--- config.mk ---
export PLATFORM = sky130hd
export DESIGN_NAME = mbiq_ram
export DESIGN_NICKNAME = d
export VERILOG_FILES = /design/src/rtl/mbiq_ram.sv
export SDC_FILE = /design/constraint.sdc
export NUM_CORES = 1
export LEC_CHECK = 0
export BUFFER_PORTS_ARGS = -buffer_cell sky130_fd_sc_hd__buf_2
export CORE_MARGIN = 4
export CORE_UTILIZATION = 45
export CTS_CLUSTER_SIZE = 28
export DETAILED_ROUTE_END_ITERATION = 8
export PLACE_DENSITY = 0.72
export SLEW_MARGIN = 20
export SYNTH_ARGS = -nofsm -noshare
export SYNTH_HDL_FRONTEND = slang
export SYNTH_SLANG_ARGS = --single-unit
export TNS_END_PERCENT = 10
--- constraint.sdc ---
create_clock -name clk -period 1.1 [get_ports clk]
set_clock_uncertainty 0.2 [all_clocks]
set_input_delay 0.11 -clock clk [delete_from_list [all_inputs] [get_ports clk]]
set_output_delay 0.11 -clock clk [all_outputs]
set_load 0.03 [all_outputs]
--- src/rtl/mbiq_ram.sv ---
// Generic single-write, single-read RAM with registered read data.
module mbiq_ram #(
  parameter int WIDTH = 8,
  parameter int DEPTH = 2,
  localparam int AW = (DEPTH > 1) ? $clog2(DEPTH) : 1
) (
  input  logic             clk,
  input  logic             wr_en,
  input  logic [AW-1:0]    wr_addr,
  input  logic [WIDTH-1:0] wr_data,
  input  logic             rd_en,
  input  logic [AW-1:0]    rd_addr,
  output logic [WIDTH-1:0] rd_data
);

  logic [WIDTH-1:0] mem [DEPTH];

  // read returns the old word on a same-address write
  always_ff @(posedge clk) begin
    if (wr_en) begin
      mem[wr_addr] <= wr_data;
    end
    if (rd_en) begin
      rd_data <= mem[rd_addr];
    end
  end

endmodule

==> run metrics, run 1 <==
met2 wire length 528 um; Worst Path Arrival 850 ps; Fin Hold WS 65.5 ps; Hold Startpoint wr_en; clk root buf clkbuf_4; VDD IR max 0.765 mV; final global-route overflow total 0; max_cap viols 0; area occupied by multi-input gates 135 sq um; vias per cell 4.23; Synth area leader edfxtp_1; drt pass-1 iters 2; cell chain of the critical path buf_6; worst hold path stage count 3; CTS tree yes; initial DRC count 2; failing checks setup timing; Pleak 0.462 nW; final worst setup slack -57.5 ps; Buf/Inv on CP 1; area fraction of the dominant cell type after synthesis 83.4%; fmax 0.864 GHz; Syn Nets 48; Seq/Total Area, Yosys 83.4%; H-tree depth 1; routed len/inst 11.0 um; Post-DRT Antenna Nets 0; CP Max Fanout 1; # port buffers 20; I/O Pins 21; worst setup path category reg2out; min-delay worst type in2reg; Initial Utilization 49.0%; CTS buffer count 3; vias in the first global route 424; Die ar. 0.00269 sq mm; Setup Fix Bufs, Post-CTS 0; yosys synthesis warning count 0; Net Sw Frac 19.5%; Reg area 721 sq um; wl on met1 432 um; r2r endpoint rd_data[2]; layout cells sized above 1 50.7%; pwr dens 1410 mW/mm^2; Main synth FF type edfxtp_1; Die H 51.8 um; Switching Power 0.322 mW; Final Hold Fails 0; Pwr Total 1.65 mW; fill count 133; clk_lat worst skew 290 ps; crit end category output port; Max stage delay on crit path 400 ps; critical path's top delay family flip-flops; actual slew at the worst max-slew pin 252 ps; CP max stage cell edfxtp_1; Slew Limit Fails 0; end of the worst hold path mem[1][7]; critical path launch point type register; via count 398; Post-synth top cells edfxtp_1, mux2_4, and2_1, buf_6, nor2b_1; WL final 1030 um; Combinational Power Share 13.0%; flop2flop setup slack 10 ps; Yosys cell types 5; initial antenna violation count 0; first-pass GRT wire length 1840 um; Seq pwr share 66.5%; worst reg2reg path depth 1; Die Width 51.8 um; clock transition at the registers of the reported paths 110 ps; Synth async-reset ratio 0%; top-count cell post-synth edfxtp_1; placed cell area 0.00101 sq mm; Int Power 1.33 mW; largest net degree at the start of global routing 13; RSZ-0062 raised after global routing true; Synth Instances 35; Mapped Area 865 sq um; Critical Path RT 790 ps; EDFF count, synth 24; top cells by area, synth edfxtp_1, mux2_4, buf_6; Final Cell Area 0.00117 sq mm; DRC viols 0; Rel. slew slack 83.2%; core area 0.00176 sq mm; CTS sink cnt 24; CP startpoint rd_data[2]; Finish-stage setup viols 8; status finished, violations left; Area Growth Syn to Fin 35.6%; DR top layer met3; synthesis-stage register bit count 24; Placer Congestion 0.673; fin nets 84; clock power share 20.4%; Tot GR Track Use 9.66%; Final min period 1160 ps; Post-Syn Area per Cell 24.7 sq um; met3 WL 71 um; Antenna Cells 0; Rows 15; Longest Clk Path Bufs 2; pre-CTS setup slack -50.2 ps; reg2reg start mem[0][2]; Final Cycle Share 105%
==> worst max path at each step <==
| stage | cells after the start | end |
|---|---|---|
| 2_1_floorplan | 1 | rd_data[0] |
| 3_3_place_gp | 2 | rd_data[7] |
| 3_5_place_dp | 2 | rd_data[2] |
| 4_1_cts | 1 | rd_data[2] |
| 5_1_grt | 1 | rd_data[2] |
| 6_report | 1 | rd_data[2] |
==> sequential cells by signal (all words and copies together), names as in the netlist <==
name     count
mem         16
rd_data      8
==> placed cells by master, fill, tap and decap left out <==
master and count:
nor2b_2 1, buf_2 12, and2_1 1, clkbuf_4 3, buf_4 3, dlygate4sd3_1 9, buf_6 8, edfxtp_1 24
mux2_4 8
==> metal layers <==
metal	up-vias	GRT usage [%]
li1	206	-
met1	174	10.8
met2	18	16.3
met3	0	3.72
met4	0	3.93
met5	-	0
==> power by group through the flow <==
stage,clock (mW),sequential [mW],combinational (mW)
after global routing,0.391,1.10,0.232
after detailed placement,0,1.11,0.168
after global placement,0,1.11,0.165
after floorplan,0,1.16,0.0631
after CTS,0.350,1.10,0.217
final,0.337,1.10,0.215
==> cell type report <==
class | count | area share [%]
Clock buffer | 3 | 1.92
Tap cell | 25 | 2.67
Timing Repair Buffer | 32 | 22.4
Sequential cell | 24 | 61.5
Multi-Input combinational cell | 10 | 11.5
==> logic make-up (layout without fill, tap and decap cells) <==
group	count (synthesis)	count (layout)	synth area share, %
flops	24	24	83.4
simple gates	2	2	1.45
buf+inv	1	35	1.30
mux	8	8	13.9
==> what timing repair did <==
action | 4_1_cts | 5_1_grt
endpoints found under the setup margin | 8 | 12
hold buffers | 9 | 0
endpoints found under the hold margin | 24 | 0
resized for setup | 16 | 0
==> stage by stage <==
step	util, %	TNS [ps]	cells
final	66.5	-341	94
after global routing	66.5	-799	94
after CTS	66.5	-411	94
after detailed placement	57.2	-332	82
after global placement	57.2	-153	82
after floorplan	-	0	35
Power figures use the tool's default switching activity.
==> run 2: changes to the inputs <==
ABC_AREA = 1   (was default)
CORE_UTILIZATION = 44   (was 45)
PLACE_DENSITY = 0.71   (was 0.72)
==> run 2 against run 1 <==
Clock power grew 8.0%. Worst hold slack lost 64 ps. Sequential power is essentially flat. Via count grew 25%. The run still ends with setup timing left. Maximum frequency shrank 1.3%. Highest routed layer is now met4. Critical path type unchanged. Global-route usage grew 2.4 points. Count of clock-buffer cells in the layout is the same. Sequential cell count is the same. Register-to-register slack gained 150 ps. Routed wire length grew 28%. Non-clock buffer count shrank 2. Total power grew 0.26%.
==> run metrics, run 2 <==
status finished, violations left; failing checks setup timing; most common cell after layout, fill and taps aside nand2_1; CP Depth 1 (unchanged); CTS tree yes; DRC viols 0 (unchanged); biggest regs mem x16, rd_data x8; I/O Pins 21 (unchanged); WL final 1320 um (+28%); Tot GR Track Use 12.0% (+2.4 points); Post-synth top cells nand2_1, edfxtp_1, inv_1; Die Width 51.7 um (-0.22%); Placer Congestion 0.730 (+8.4%); fmax 0.852 GHz (-1.3%); initial antenna violation count 0 (unchanged); Main synth FF type edfxtp_1; clock transition at the registers of the reported paths 120 ps (about the same); vias in the first global route 518 (+22%); Max stage delay on crit path 410 ps (about the same); post-DP HPWL 923 um; min-delay worst type in2reg; layout cells sized above 1 28.7% (-22 points); crit end category output port; drt pass-1 iters 4 (+2); H-tree depth 1 (unchanged); pwr dens 1460 mW/mm^2 (+3.6%); area fraction of the dominant cell type after synthesis 85.7% (+2.4 points); most frequent cells in the layout nand2_1, edfxtp_1, buf_2, dlygate4sd3_1, buf_6; number of flip-flops under the largest register name 16 (unchanged); Buf/Inv on CP 1 (unchanged); reg2reg start mem[0][7]; cell chain of the critical path buf_6; EDFF count, synth 24 (unchanged); Area Growth Syn to Fin 35.0%; Synth Area in Compound Gates 0% (unchanged); Critical Path RT 790 ps (about the same); Initial Utilization 47.7% (-1.3 points); worst setup path category reg2out; flop2flop setup slack 160 ps (+150 ps); Mapped Area 841 sq um (-2.7%); core area 0.00176 sq mm (unchanged); largest net degree at the start of global routing 14 (+1); yosys synthesis warning count 0 (unchanged); Post-Route Setup TNS -455 ps (-114 ps); worst reg2reg path depth 2 (+1); routed len/inst 11.8 um (+7.5%); Rel. slew slack 80.0% (-3.3 points); Fin Hold WS 1.85 ps (-63.7 ps); final global-route overflow total 0 (unchanged); Post-Synth Adder-Cell Area 0% (unchanged); vias per cell 4.45 (+5.0%); busiest grt layer met2; Final Hold Fails 0 (unchanged); critical path's top delay family flip-flops; Die ar. 0.00267 sq mm (-0.44%); synthesis-stage register bit count 24 (unchanged); Pwr Total 1.66 mW (+0.26%); Worst Path Arrival 860 ps (about the same); largest family of logic cells by synthesized area simple AND/OR/NAND/NOR gates; XOR/XNOR share of the synthesized area 0% (unchanged); CP startpoint rd_data[3]; # port buffers 20 (unchanged); Post-Syn Area per Cell 15.6 sq um (-37%); clk_lat worst skew 300 ps (about the same); multiplexer share of the synthesized area 0% (-14 points); CP Max Fanout 1 (unchanged); Synth Instances 54 (+54%); clk root buf clkbuf_4; fill count 148 (+11%); Antenna Cells 0 (unchanged); actual slew at the worst max-slew pin 300 ps (+48.7 ps); routing usage on met2 21.4% (+5.1 points); grt met1 use 11.9% (+1.1 points); final worst setup slack -73.1 ps (-15.5 ps); Synth async-reset ratio 0% (unchanged); via count 498 (+25%); Syn Nets 67 (+40%); CTS buffer count 3 (unchanged); Yosys cell types 6 (+1); Setup Fix Bufs, Post-CTS 0 (unchanged); post-layout util 64.3% (-2.1 points); top-count cell post-synth nand2_1; critical path launch point type register; VDD IR max 1.17 mV (+52%); Synth area leader edfxtp_1; Rows 15 (unchanged); Synth Area in Simple Gates 11.6% (+10 points); top cells by area, synth edfxtp_1, nand2_1, buf_6; met3 Resource Use GR 2.87% (-0.86 points); initial DRC count 12 (+10); Critical Path End rd_data[3]; Slew Limit Fails 0 (unchanged); first-pass GRT wire length 2240 um (+22%); Post-DRT Antenna Nets 0 (unchanged); Final min period 1170 ps (+15.5 ps); Finish-stage setup viols 8 (unchanged); Pleak 0.475 nW (+2.8%); CTS sink cnt 24 (unchanged); max_cap viols 0 (unchanged); Seq/Total Area, Yosys 85.7% (+2.4 points); Die H 51.7 um (-0.22%); Final Cycle Share 107% (+1.4 points); fin nets 101 (+20%); RSZ-0062 raised after global routing true; Longest Clk Path Bufs 2 (unchanged); largest register by flop count mem; CP max stage cell edfxtp_1; r2r endpoint rd_data[7]
run 2: cell count changes in the layout (fill, tap and decap cells not counted), sizes merged:
cell / change
clkinv: +1
buf: -2
and2: -1
nor2b: -1
nor2: +1
inv: +3
nand2: +25
mux2: -8
run 2: through the flow:
| stage | area [sq um] | setup slack (ps) | std cells |
|---|---|---|---|
| detailed placement | 968 | 49.7 | 99 |
| global placement | 968 | 110 | 99 |
| CTS | 1130 | -82.1 | 112 |
| floorplan | 841 | 30.1 | 54 |
| global route | 1130 | -128 | 112 |
| finish | 1130 | -73.1 | 112 |
run 2: how the worst min path moves through the flow:
stage                from          to  slack (ps)  depth (start not counted)
5_1_grt           rd_addr  rd_data[1]          20                          3
3_3_place_gp   wr_data[7]   mem[0][7]         100                          1
6_report          rd_addr  rd_data[1]           2                          3
4_1_cts           rd_addr  rd_data[1]         -10                          3
3_5_place_dp   wr_data[2]   mem[0][2]         100                          1
2_1_floorplan  wr_data[0]   mem[0][0]           9                          0
run 2: layout make-up:
class	instances	area (sq um)	area share (%)
sequential	24	721	63.5
timing repair buffer	30	248	21.8
multi-input combinational	26	97.6	8.60
tap	25	31.3	2.76
clock buffer	3	22.5	1.98
inverter	3	11.3	0.992
clock inverter	1	3.75	0.331
run 2: logic make-up after synthesis:
| kind of cell | Yosys count |
|---|---|
| and+or+nand+nor | 26 |
| DFF | 24 |
| buffers and inverters | 4 |
run 2: per-layer routing:
metal | wire length, um | share of wire [%]
met2 | 721 | 55
met4 | 42 | 3.2
met5 | 0 | 0
met1 | 510 | 39
met3 | 47 | 3.6
run 2: power by group:
| part | internal [mW] | switching, mW | leakage, nW |
|---|---|---|---|
| Sequential | 1.08 | 0.0203 | 0.230 |
| Combinational | 0.0890 | 0.103 | 0.230 |
| Clock | 0.132 | 0.232 | 0.0154 |
| Total | 1.30 | 0.355 | 0.475 |
run 2: repair_timing:
| action | CTS | global route |
|---|---|---|
| hold buffers | 9 | 0 |
| endpoints found under the setup margin | 8 | 8 |
| hold endpoints to repair | 29 | 0 |
| gates resized for setup | 16 | 0 |
==> run 3: changes to the inputs <==
CORE_MARGIN = 2   (was 4)
==> run 3 against run 2 <==
The run ends with hold timing, setup timing left. Routed wire length is 13% lower. Non-clock buffer count did not move. Global-route usage grew 0.60 points. Combinational power is essentially flat. Critical endpoint is now rd_data[1]. Register-to-register slack barely moved. Largest power group unchanged. Core utilization fell by 0.21 points. Count of clock-buffer cells in the layout unchanged. First-iteration DRC count shrank 50%.
==> run metrics, run 3 (synthesized netlist as in run 2, its figures left out) <==
Post-DRT Antenna Nets 0 (unchanged); # port buffers 20 (unchanged); I/O Pins 21 (unchanged); post-DP HPWL 761 um (-18%); CP Max Fanout 1 (unchanged); Layout Cells excl Fill 111 (-0.89%); Final Cycle Share 106% (-1.1 points); largest register by flop count mem; routed len/inst 10.4 um (-12%); fin nets 101 (unchanged); Initial Utilization 47.7% (unchanged); clk_lat worst skew 300 ps (about the same); CTS sink cnt 24 (unchanged); crit end category output port; Placer Congestion 0.659 (-9.8%); clock transition at the registers of the reported paths 110 ps (about the same); Max stage delay on crit path 400 ps (about the same); actual slew at the worst max-slew pin 300 ps (+0.211 ps); initial DRC count 6 (-6); Rel. slew slack 79.9% (about the same); Pleak 0.474 nW (-0.33%); Area Growth Syn to Fin 34.5%; Fin Hold WS -7.02 ps (-8.87 ps); VDD IR max 0.783 mV (-33%); Placed Instances 99 (unchanged); fill count 142 (-4.1%); drt pass-1 iters 3 (-1); Setup Fix Bufs, Post-CTS 0 (unchanged); CP max stage cell edfxtp_1; WL final 1150 um (-13%); Die Width 47.7 um (-7.7%); critical path launch point type register; CTS tree yes; clk root buf clkbuf_4; worst setup path category reg2out; Tot GR Track Use 12.6% (+0.60 points); Slew Limit Fails 0 (unchanged); via count 472 (-5.2%); most frequent cells in the layout nand2_1, edfxtp_1, buf_2, dlygate4sd3_1, buf_6; Worst Path Arrival 850 ps (about the same); Antenna Cells 0 (unchanged); area occupied by multi-input gates 97.6 sq um (unchanged); Final Cell Area 0.00113 sq mm (-0.33%); CTS buffer count 3 (unchanged); layout cells sized above 1 29.1% (+0.33 points); Longest Clk Path Bufs 2 (unchanged); fmax 0.861 GHz (+1.0%); status finished, violations left; Rows 15 (unchanged); most common cell after layout, fill and taps aside nand2_1; final worst setup slack -61.4 ps (+11.6 ps); H-tree depth 1 (unchanged); first-pass GRT wire length 1840 um (-18%); initial antenna violation count 0 (unchanged); failing checks hold timing, setup timing; Final min period 1160 ps (-11.6 ps); number of flip-flops under the largest register name 16 (unchanged); Final Hold Fails 3 (+3); vias per cell 4.25 (-4.4%); Die ar. 0.00228 sq mm (-15%); pre-CTS setup slack 86.3 ps (+36.7 ps); core area 0.00176 sq mm (unchanged); cell chain of the critical path buf_6; Buf/Inv on CP 1 (unchanged); Die H 47.7 um (-7.7%); pwr dens 1450 mW/mm^2 (-0.86%); critical path's top delay family flip-flops; min-delay worst type in2reg; biggest regs mem x16, rd_data x8; vias in the first global route 442 (-15%); largest net degree at the start of global routing 13 (-1); RSZ-0062 raised after global routing true; Reg area 721 sq um (unchanged); Finish-stage setup viols 8 (unchanged); max_cap viols 0 (unchanged); Critical Path RT 790 ps (about the same); placed cell area 968 sq um (unchanged); final global-route overflow total 0 (unchanged); DRC viols 0 (unchanged)
==> run 3: cell types whose count changed in the layout (fill, tap and decap cells not counted), sizes merged <==
cell | previous run | this run
clkinv | 1 | 0
==> run 3: path summary, 6_finish.rpt <==
check / slack, ps / endpoint / startpoint / depth (start not counted)
max: -60 / rd_data[1] / rd_data[1] / 1
min: -7 / rd_data[6] / rd_addr / 3
max reg2reg: 150 / rd_data[7] / mem[0][7] / 2
min reg2reg: 330 / rd_data[0] / mem[0][0] / 2
==> run 3: through the flow <==
stage | utilization, % | power, mW | setup TNS (ps) | hold WS [ps]
2_1_floorplan | - | 1.20 | 0 | 8.87
3_3_place_gp | 54.9 | 1.25 | 0 | 99.6
3_5_place_dp | 54.9 | 1.26 | 0 | 101
4_1_cts | 64.1 | 1.65 | -470 | -13.3
5_1_grt | 64.1 | 1.72 | -812 | 10.3
6_report | 64.1 | 1.64 | -401 | -7.02
==> run 3: layout make-up <==
cell class | instances | area share [%]
flip-flops and latches | 24 | 63.7
clock buffers | 3 | 1.99
repair buffers | 30 | 21.9
multi-input cells | 26 | 8.63
inverters | 3 | 0.996
well taps | 25 | 2.77
==> run 3: timing repair <==
action | CTS | global route
endpoints found under the setup margin | 8 | 8
hold buffers | 9 | 0
endpoints found under the hold margin | 32 | 0
gates resized for setup | 16 | 0
pin swaps | 0 | 0
==> run 3: power breakdown <==
| group | switching (mW) | internal (mW) |
|---|---|---|
| Combinational | 0.101 | 0.0889 |
| Sequential | 0.0193 | 1.08 |
| Clock | 0.220 | 0.127 |
==> run 3: per-layer routing <==
layer	vias to the layer above	global-route usage (%)	wire, um
met5	-	0	0
met4	0	9.73	19
met3	2	2.26	42
met2	17	20.5	644
met1	206	14.8	447
li1	247	-	-
